File: src/rtl/wots_pkg.sv
// WOTS+ chain package: SHA-256 constants, round helpers and sequencer types.
// Used by wots_sha_core and wots_plus_chain_sha256.
package wots_pkg;

    localparam int unsigned WINTERNITZ_W = 16;
    localparam int unsigned STEP_W       = 4;
    localparam logic [7:0]  DOM_F        = 8'd0;
    localparam logic [7:0]  DOM_PRF      = 8'd3;

    // first position past the chain end, at step counter width
    localparam logic [STEP_W:0] CHAIN_END = WINTERNITZ_W[STEP_W:0];

    localparam logic [1:0] REG_SEED0 = 2'd0;
    localparam logic [1:0] REG_SEED1 = 2'd1;
    localparam logic [1:0] REG_SEED2 = 2'd2;
    localparam logic [1:0] REG_SEED3 = 2'd3;

    localparam logic [255:0] SHA_IV = {
        32'h6a09e667, 32'hbb67ae85, 32'h3c6ef372, 32'ha54ff53a,
        32'h510e527f, 32'h9b05688c, 32'h1f83d9ab, 32'h5be0cd19};

    // Hash job kinds, in the order they run within one chain step.
    typedef enum logic [1:0] {
        JOB_KEY  = 2'd0,
        JOB_MASK = 2'd1,
        JOB_F    = 2'd2
    } job_t;

    function automatic logic [31:0] round_k(input logic [5:0] t);
        logic [31:0] k;
        unique case (t)
            6'd0:  k = 32'h428a2f98; 6'd1:  k = 32'h71374491;
            6'd2:  k = 32'hb5c0fbcf; 6'd3:  k = 32'he9b5dba5;
            6'd4:  k = 32'h3956c25b; 6'd5:  k = 32'h59f111f1;
            6'd6:  k = 32'h923f82a4; 6'd7:  k = 32'hab1c5ed5;
            6'd8:  k = 32'hd807aa98; 6'd9:  k = 32'h12835b01;
            6'd10: k = 32'h243185be; 6'd11: k = 32'h550c7dc3;
            6'd12: k = 32'h72be5d74; 6'd13: k = 32'h80deb1fe;
            6'd14: k = 32'h9bdc06a7; 6'd15: k = 32'hc19bf174;
            6'd16: k = 32'he49b69c1; 6'd17: k = 32'hefbe4786;
            6'd18: k = 32'h0fc19dc6; 6'd19: k = 32'h240ca1cc;
            6'd20: k = 32'h2de92c6f; 6'd21: k = 32'h4a7484aa;
            6'd22: k = 32'h5cb0a9dc; 6'd23: k = 32'h76f988da;
            6'd24: k = 32'h983e5152; 6'd25: k = 32'ha831c66d;
            6'd26: k = 32'hb00327c8; 6'd27: k = 32'hbf597fc7;
            6'd28: k = 32'hc6e00bf3; 6'd29: k = 32'hd5a79147;
            6'd30: k = 32'h06ca6351; 6'd31: k = 32'h14292967;
            6'd32: k = 32'h27b70a85; 6'd33: k = 32'h2e1b2138;
            6'd34: k = 32'h4d2c6dfc; 6'd35: k = 32'h53380d13;
            6'd36: k = 32'h650a7354; 6'd37: k = 32'h766a0abb;
            6'd38: k = 32'h81c2c92e; 6'd39: k = 32'h92722c85;
            6'd40: k = 32'ha2bfe8a1; 6'd41: k = 32'ha81a664b;
            6'd42: k = 32'hc24b8b70; 6'd43: k = 32'hc76c51a3;
            6'd44: k = 32'hd192e819; 6'd45: k = 32'hd6990624;
            6'd46: k = 32'hf40e3585; 6'd47: k = 32'h106aa070;
            6'd48: k = 32'h19a4c116; 6'd49: k = 32'h1e376c08;
            6'd50: k = 32'h2748774c; 6'd51: k = 32'h34b0bcb5;
            6'd52: k = 32'h391c0cb3; 6'd53: k = 32'h4ed8aa4a;
            6'd54: k = 32'h5b9cca4f; 6'd55: k = 32'h682e6ff3;
            6'd56: k = 32'h748f82ee; 6'd57: k = 32'h78a5636f;
            6'd58: k = 32'h84c87814; 6'd59: k = 32'h8cc70208;
            6'd60: k = 32'h90befffa; 6'd61: k = 32'ha4506ceb;
            6'd62: k = 32'hbef9a3f7; 6'd63: k = 32'hc67178f2;
            default: k = 32'h0;
        endcase
        return k;
    endfunction

    function automatic logic [31:0] ror(input logic [31:0] x, input int unsigned n);
        return (x >> n) | (x << (32 - n));
    endfunction

endpackage

File: src/rtl/wots_sha_core.sv
// SHA-256 compression core: one round per cycle, 64 rounds per block.
// Depends on wots_pkg.
module wots_sha_core
    import wots_pkg::*;
(
    input  logic         clk,
    input  logic         rst_n,
    input  logic         start,      // begin a block; state_in/block sampled
    input  logic [255:0] state_in,
    input  logic [511:0] block,      // big-endian, word 0 in the top bits
    output logic         done,       // one-cycle pulse, state_out valid
    output logic [255:0] state_out
);

    logic [511:0] w_reg, w_next;
    logic [255:0] v_reg, v_next;
    logic [255:0] h_reg, h_next;
    logic [5:0]   t_reg, t_next;
    logic         busy_reg, busy_next;
    logic         done_reg, done_next;

    logic [31:0] a, b, c, d, e, f, g, hh, wt, t1, t2, s0, s1, wn, w1, w14;

    always_comb
    begin
        {a, b, c, d, e, f, g, hh} = v_reg;
        wt  = w_reg[511:480];
        w1  = w_reg[479:448];
        w14 = w_reg[63:32];
        s0  = ror(w1, 7) ^ ror(w1, 18) ^ (w1 >> 3);
        s1  = ror(w14, 17) ^ ror(w14, 19) ^ (w14 >> 10);
        wn  = wt + s0 + w_reg[223:192] + s1;
        t1  = hh + (ror(e, 6) ^ ror(e, 11) ^ ror(e, 25)) + ((e & f) ^ (~e & g))
            + round_k(t_reg) + wt;
        t2  = (ror(a, 2) ^ ror(a, 13) ^ ror(a, 22)) + ((a & b) ^ (a & c) ^ (b & c));

        w_next    = w_reg;
        v_next    = v_reg;
        h_next    = h_reg;
        t_next    = t_reg;
        busy_next = busy_reg;
        done_next = 1'b0;
        if (start)
        begin
            w_next    = block;
            v_next    = state_in;
            h_next    = state_in;
            t_next    = '0;
            busy_next = 1'b1;
        end
        else if (busy_reg)
        begin
            w_next = {w_reg[479:0], wn};
            v_next = {t1 + t2, a, b, c, d + t1, e, f, g};
            t_next = t_reg + 6'd1;
            if (t_reg == 6'd63)
            begin
                busy_next = 1'b0;
                done_next = 1'b1;
            end
        end
    end

    always_ff @(posedge clk or negedge rst_n)
    begin
        if (!rst_n)
        begin
            busy_reg <= 1'b0;
            done_reg <= 1'b0;
            t_reg    <= '0;
        end
        else
        begin
            busy_reg <= busy_next;
            done_reg <= done_next;
            t_reg    <= t_next;
        end
    end

    always_ff @(posedge clk)
    begin
        w_reg <= w_next;
        v_reg <= v_next;
        h_reg <= h_next;
    end

    genvar i;
    for (i = 0; i < 8; i++)
    begin : g_fin
        assign state_out[32*i +: 32] = h_reg[32*i +: 32] + v_reg[32*i +: 32];
    end
    assign done = done_reg;

    a_no_start_busy: assert property (@(posedge clk) disable iff (!rst_n)
        start |-> !busy_reg) else $error("core started while busy");
    a_done_after_last: assert property (@(posedge clk) disable iff (!rst_n)
        (busy_reg && t_reg == 6'd63 && !start) |=> done_reg)
        else $error("no done after last round");
    a_done_idle: assert property (@(posedge clk) disable iff (!rst_n)
        done_reg |-> !busy_reg) else $error("done while busy");

endmodule

File: src/rtl/wots_plus_chain_sha256.sv
// WOTS+ chain walker over SHA-256 (one shared compression core).
// Each of the n = min(step_count, 16 - start_step) steps passes ST_CHECK, then runs
// three two-block hashes; each block is a core start plus 64 rounds. One item at a
// time: s_axis_tready is low from acceptance until the result has been taken.
// Reset (rst_n, async active low) clears control and zeroes the seed.
module wots_plus_chain_sha256
    import wots_pkg::*;
(
    input  logic         clk,
    input  logic         rst_n,
    // seed registers
    input  logic         cfg_valid,
    output logic         cfg_ready,
    input  logic [1:0]   cfg_index,
    input  logic [63:0]  cfg_data,
    // input: in_word0..3 [255:0], start_step [259:256], step_count [263:260],
    // OTS index [279:264], chain_index [286:280], zero pad [287]
    input  logic         s_axis_tvalid,
    output logic         s_axis_tready,
    input  logic [287:0] s_axis_tdata,
    // output: out_word0..3 from the lowest bit up
    output logic         m_axis_tvalid,
    input  logic         m_axis_tready,
    output logic [255:0] m_axis_tdata
);

    typedef enum logic [4:0] {
        ST_IDLE  = 5'b00001,
        ST_CHECK = 5'b00010,
        ST_BLK0  = 5'b00100,
        ST_BLK1  = 5'b01000,
        ST_OUT   = 5'b10000
    } state_t;

    state_t         state_reg, state_next;
    job_t           job_reg, job_next;
    logic [255:0]   seed_reg;
    logic [255:0]   val_reg, val_next;
    logic [255:0]   key_reg, key_next;
    logic [255:0]   mask_reg, mask_next;
    logic [STEP_W:0] j_reg, j_next;     // holds 16 at chain end
    logic [STEP_W:0] end_reg, end_next;
    logic [15:0]    ots_reg, ots_next;
    logic [6:0]     chn_reg, chn_next;

    logic         core_start, core_done;
    logic [255:0] core_state_in, core_out;
    logic [511:0] core_block;
    logic [255:0] adrs, msg_k, msg_m;
    logic [4:0]   sum;

    // byte order: seed_word0 is bytes 0-7, so it sits on top of the key field of the big-endian block
    function automatic logic [255:0] be256(input logic [255:0] w);
        return {w[63:0], w[127:64], w[191:128], w[255:192]};
    endfunction

    assign cfg_ready     = 1'b1;
    assign s_axis_tready = (state_reg == ST_IDLE);
    assign m_axis_tvalid = (state_reg == ST_OUT);
    assign m_axis_tdata  = be256(val_reg);

    always_ff @(posedge clk or negedge rst_n)
    begin
        if (!rst_n)
            seed_reg <= '0;
        else if (cfg_valid)
        begin
            unique case (cfg_index)
                REG_SEED0: seed_reg[255:192] <= cfg_data;
                REG_SEED1: seed_reg[191:128] <= cfg_data;
                REG_SEED2: seed_reg[127:64]  <= cfg_data;
                REG_SEED3: seed_reg[63:0]    <= cfg_data;
                default:   seed_reg <= seed_reg;
            endcase
        end
    end

    // address: words 0-3 zero, ots, chain, step, keyAndMask
    assign adrs  = {128'd0, 16'd0, ots_reg, 25'd0, chn_reg, 27'd0, j_reg,
                    31'd0, (job_reg == JOB_MASK)};
    // first block is loaded as the job starts, so it follows the job being launched
    assign msg_k = (job_next == JOB_F) ? key_reg : seed_reg;
    assign msg_m = (job_reg == JOB_F) ? (val_reg ^ mask_reg) : adrs;

    // a start from ST_BLK0 launches the second block of the running hash
    always_comb
    begin
        core_block    = {248'd0, (job_next == JOB_F) ? DOM_F : DOM_PRF, msg_k};
        core_state_in = SHA_IV;
        if (state_reg == ST_BLK0)
        begin
            core_block    = {msg_m, 8'h80, 214'd0, 34'h300};
            core_state_in = core_out;
        end
    end

    always_comb
    begin
        state_next = state_reg;
        job_next   = job_reg;
        val_next   = val_reg;
        key_next   = key_reg;
        mask_next  = mask_reg;
        j_next     = j_reg;
        end_next   = end_reg;
        ots_next   = ots_reg;
        chn_next   = chn_reg;
        core_start = 1'b0;
        sum        = {1'b0, s_axis_tdata[259:256]} + {1'b0, s_axis_tdata[263:260]};
        unique case (state_reg)
            ST_IDLE:
            begin
                if (s_axis_tvalid)
                begin
                    val_next   = be256(s_axis_tdata[255:0]);
                    j_next     = {1'b0, s_axis_tdata[259:256]};
                    end_next   = (sum > CHAIN_END) ? CHAIN_END : sum;
                    ots_next   = s_axis_tdata[279:264];
                    chn_next   = s_axis_tdata[286:280];
                    job_next   = JOB_KEY;
                    state_next = ST_CHECK;
                end
            end
            ST_CHECK:
            begin
                if (j_reg < end_reg)
                begin
                    core_start = 1'b1;
                    state_next = ST_BLK0;
                end
                else
                    state_next = ST_OUT;
            end
            ST_BLK0:
            begin
                if (core_done)
                begin
                    core_start = 1'b1;
                    state_next = ST_BLK1;
                end
            end
            ST_BLK1:
            begin
                if (core_done)
                begin
                    unique case (job_reg)
                        JOB_KEY:
                        begin
                            key_next   = core_out;
                            job_next   = JOB_MASK;
                            core_start = 1'b1;
                            state_next = ST_BLK0;
                        end
                        JOB_MASK:
                        begin
                            mask_next  = core_out;
                            job_next   = JOB_F;
                            core_start = 1'b1;
                            state_next = ST_BLK0;
                        end
                        default:
                        begin
                            val_next   = core_out;
                            job_next   = JOB_KEY;
                            j_next     = j_reg + 5'd1;
                            state_next = ST_CHECK;
                        end
                    endcase
                end
            end
            ST_OUT:
            begin
                if (m_axis_tready)
                    state_next = ST_IDLE;
            end
            default: state_next = ST_IDLE;
        endcase
    end

    always_ff @(posedge clk or negedge rst_n)
    begin
        if (!rst_n)
        begin
            state_reg <= ST_IDLE;
            job_reg   <= JOB_KEY;
            j_reg     <= '0;
            end_reg   <= '0;
        end
        else
        begin
            state_reg <= state_next;
            job_reg   <= job_next;
            j_reg     <= j_next;
            end_reg   <= end_next;
        end
    end

    always_ff @(posedge clk)
    begin
        val_reg  <= val_next;
        key_reg  <= key_next;
        mask_reg <= mask_next;
        ots_reg  <= ots_next;
        chn_reg  <= chn_next;
    end

    wots_sha_core u_core (
        .clk       (clk),
        .rst_n     (rst_n),
        .start     (core_start),
        .state_in  (core_state_in),
        .block     (core_block),
        .done      (core_done),
        .state_out (core_out)
    );

    a_step_bound: assert property (@(posedge clk) disable iff (!rst_n)
        (state_reg != ST_IDLE) |-> (j_reg <= CHAIN_END && end_reg <= CHAIN_END))
        else $error("step counter beyond chain end");
    a_out_hold: assert property (@(posedge clk) disable iff (!rst_n)
        (m_axis_tvalid && !m_axis_tready) |=> $stable(val_reg))
        else $error("result changed while stalled");
    a_core_done_busy: assert property (@(posedge clk) disable iff (!rst_n)
        core_done |-> (state_reg == ST_BLK0 || state_reg == ST_BLK1))
        else $error("core finished outside a hash");

endmodule
File: config.mk
export PLATFORM = sky130hd
export DESIGN_NAME = wots_plus_chain_sha256
export DESIGN_NICKNAME = d
export VERILOG_FILES = /design/src/rtl/wots_pkg.sv /design/src/rtl/wots_sha_core.sv /design/src/rtl/wots_plus_chain_sha256.sv
export SDC_FILE = /design/constraint.sdc
export NUM_CORES = 2
export LEC_CHECK = 0
export BUFFER_PORTS_ARGS = -buffer_cell sky130_fd_sc_hd__buf_2
export CAP_MARGIN = 20
export CORE_MARGIN = 5
export CORE_UTILIZATION = 40
export CTS_CLUSTER_SIZE = 10
export DETAILED_ROUTE_END_ITERATION = 7
export PLACE_DENSITY_LB_ADDON = 0.15
export SLEW_MARGIN = 15
export SYNTH_ARGS = -nofsm -noshare
export SYNTH_HDL_FRONTEND = slang
export SYNTH_HIERARCHICAL = 1
export SYNTH_SLANG_ARGS = --single-unit
File: constraint.sdc
create_clock -name clk -period 18.15 [get_ports clk]
set_clock_uncertainty 0.05 [all_clocks]
set_input_delay 2.7225 -clock clk [delete_from_list [all_inputs] [get_ports clk]]
set_output_delay 2.7225 -clock clk [all_outputs]
set_load 0.005 [all_outputs]
==> impl_results.md <==
* Die height at 549.0 um
* Min Tclk post-route at 11,310 ps
* Num Clock Sinks at 2,096
* Final Hold Vio Count at 0
* Worst setup SP type: flop
* CTS tree: yes
* Synthesized area at 116,200 um2
* Setup_tns at 0 ps
* Hold Crit Depth at 1
* Crit Path Class: reg -> reg
* Post-CTS sizing at 0
* Nets@finish at 11,470
* DRC at 0
* Post-CTS Setup Repair Bufs at 0
* FP Rows at 198
* Critical-path top delay cell: ha_1
* Routed wire per std cell at 32.76 um
* Max reg flops at 512
* Final setup fails at 0
* Max Cap Viol at 0
* Drt total wl at 480,500 um
* Reg2reg setup slack at 6840 ps
* Final Slew Violations at 0
* Critical Path AT at 11,850 ps
* Leak at 49.40 nW
* Post-synth cell types at 109
* Worst skew pair latency at 890 ps
* WP data required at 18,680 ps
* Clock Tree Buf Depth at 4
* Mapped Avg Cell Area at 11.73 um2
* Top-area cell type share of the netlist area at 46.90%
* Ports at 618
* CP Max Fanout at 30
* Syn Nets at 10,858
* PD cells at 79.65 nW/um2
* H-tree depth at 5
* CTS root buf: clkbuf_16
* Unrepaired setup endpoints after global routing: no
* Layout overhead on the synthesized area at 13.56%
* Gpl congestion at 0.9591
* Total grt overflow at 0
* Crit-path max cell delay at 1050 ps
* Status: complete, no violations
* Detailed placement HPWL at 371,900 um
* IO buf count at 615
* First-pass GRT wire length at 651,500 um
* Core area at 290,100 um2
* GR Util All Layers at 30.85%
* Worst vdd ir at 0.06948 mV
* Synth top area cells: edfxtp_1 47%, mux2_2 8.9%, dfrtp_1 6.0%
* Synth Warn # at 6
* Seq cells post-synth at 2,096
* Origin of the critical flop-to-flop path: u_core/t_reg[0]$_DFFE_PN0P_
* FILL cells at 26,910
* Sequential cell area at 61,540 um2
* Seq/Total Area, Yosys at 52.95%
* Die footprint at 301,400 um2
* Multi-input gate area at 51,320 um2
* Actual slew at the worst max-slew pin at 1281 ps
* DR iter-0 viols at 10,020
* Synthesized instance count at 9,904
* Reg2reg path depth at 36
* Final std cells w/o fill at 14,667
* Vias at 83,779
* Starting Density at 40.06%
* Largest net degree at the start of global routing at 149
* CTS buffer count at 262
* DRT antenna net count at 0
* Main synth FF type: edfxtp_1
* Leading area contributor after synthesis: edfxtp_1
* Drt pass-1 iters at 8
* Worst r2r dst: u_core/v_reg[253]$_DFFE_PP_
* Antenna violations before repair at 98
* Hold endpoint: seed_reg[10]$_DFFE_PN0P_
* Placed cells at 14,149
* Clk pin slew, worst setup/hold paths at 50 ps
* Hold Startpoint: seed_reg[10]$_DFFE_PN0P_
* Vias in the first global route at 80,148
* Ys async rst share at 13.41%
* Worst Setup End Kind: flop
* Final Core Density at 45.49%
* Die Wd at 549.0 um
* Fmax at 88.38 MHz
* Final period util at 62.34%
* HP Class: reg -> reg
* Share of layout cells above drive strength 1 at 19.96%
* Vias per inst at 5.712
* EDFF count, synth at 1,815
* Slew HR at 13.97%
* Hold_buf cts at 0
==> critical path: cells and delay by family, from the launching register on <==
| family | cells | cell delay, ps |
|---|---|---|
| adders and majority gates | 7 | 3710 |
| AOI/OAI and AO/OA | 15 | 3530 |
| buffers and inverters | 7 | 1620 |
| and+or+nand+nor | 5 | 1050 |
| xor gates and xnor gates | 2 | 700 |
| DFF | 1 | 320 |
==> placed cells by master (no fill, tap or decap), drive strengths merged, types with 78 or more instances in the layout <==
master,instances
nor2,525
ha,399
edfxtp,1815
nor3,78
clkbuf,380
nand3,99
and2,135
o21ai,388
xnor2,653
mux2i,276
a211oi,82
dfrtp,280
fa,196
buf,806
diode,87
inv,443
xor2,190
a21o,191
mux2,921
a21oi,364
nand2b,191
nand2,1593
==> synth_stat cells (33+ instances only) <==
master / count
o211ai_1: 42
nand3_1: 99
nand2b_1: 191
and2_1: 135
nor2_1: 524
nor2b_1: 56
o21a_1: 77
o21ai_0: 341
and3_1: 38
inv_1: 433
nand2_1: 1592
fa_1: 196
xnor2_1: 653
a31oi_1: 45
xor2_1: 190
mux2i_1: 276
o21ai_1: 46
nor3_1: 78
o21bai_1: 44
buf_2: 33
ha_1: 399
a21o_1: 191
a211oi_1: 79
edfxtp_1: 1815
clkbuf_1: 371
dfrtp_1: 280
mux2_2: 920
a21oi_1: 361
==> metrics by stage <==
stage	hold WS [ps]	cell area, um2	power, mW	worst slack (ps)
final	455.9	132000	10.51	6836
after global routing	460.6	131800	10.82	6340
after CTS	455.0	131700	10.60	6914
after detailed placement	442.5	124000	5.688	6971
after global placement	436.7	123800	5.674	6923
after floorplan	423.1	116200	5.555	42.24
==> power by group <==
group	total, mW	switching (mW)	internal (mW)
logic	0.250	0.123	0.127
clock network	4.92	2.10	2.82
registers	5.34	0.0561	5.29
total	10.5	2.28	8.23
==> routing by layer <==
layer / routed length [um] / track usage [%] / up-vias / share of wire [%]
met5: 71 / 0 / - / 0.015
met4: 26250 / 14.14 / 10 / 5.5
met3: 37810 / 4.939 / 703 / 7.9
met2: 204800 / 45.47 / 3964 / 43
met1: 211600 / 44.67 / 42732 / 44
li1: - / - / 36370 / -
==> final cells by class <==
class	count	share of cell area, %
antenna	87	0.1650
multi-input combinational	6913	38.89
tap	3900	3.698
clock buffer	379	5.506
clock inverter	49	0.3764
timing repair buffer	807	3.498
sequential	2096	46.63
inverter	436	1.240
==> kinds of logic after synthesis <==
kind of cell             synth area share (%)
AND/OR/NAND/NOR                         10.51
flip-flops                              52.95
AO/OA/AOI/OAI                           8.014
multiplexers                            11.34
buffers and inverters                   3.108
XOR/XNOR                                6.373
adder cells (fa/ha/maj)                 7.698
other                                0.003227
==> worst max path at each step <==
stage | from | to
6_report | u_core/t_reg[0]$_DFFE_PN0P_ | u_core/v_reg[253]$_DFFE_PP_
5_1_grt | u_core/t_reg[0]$_DFFE_PN0P_ | u_core/v_reg[253]$_DFFE_PP_
4_1_cts | u_core/t_reg[0]$_DFFE_PN0P_ | u_core/v_reg[253]$_DFFE_PP_
3_5_place_dp | u_core/t_reg[0]$_DFFE_PN0P_ | u_core/v_reg[253]$_DFFE_PP_
3_3_place_gp | u_core/t_reg[0]$_DFFE_PN0P_ | u_core/v_reg[253]$_DFFE_PP_
2_1_floorplan | state_reg[1]$_DFFE_PN0P_ | u_core/v_reg[0]$_DFFE_PP_
Power figures use the tool's default switching activity.
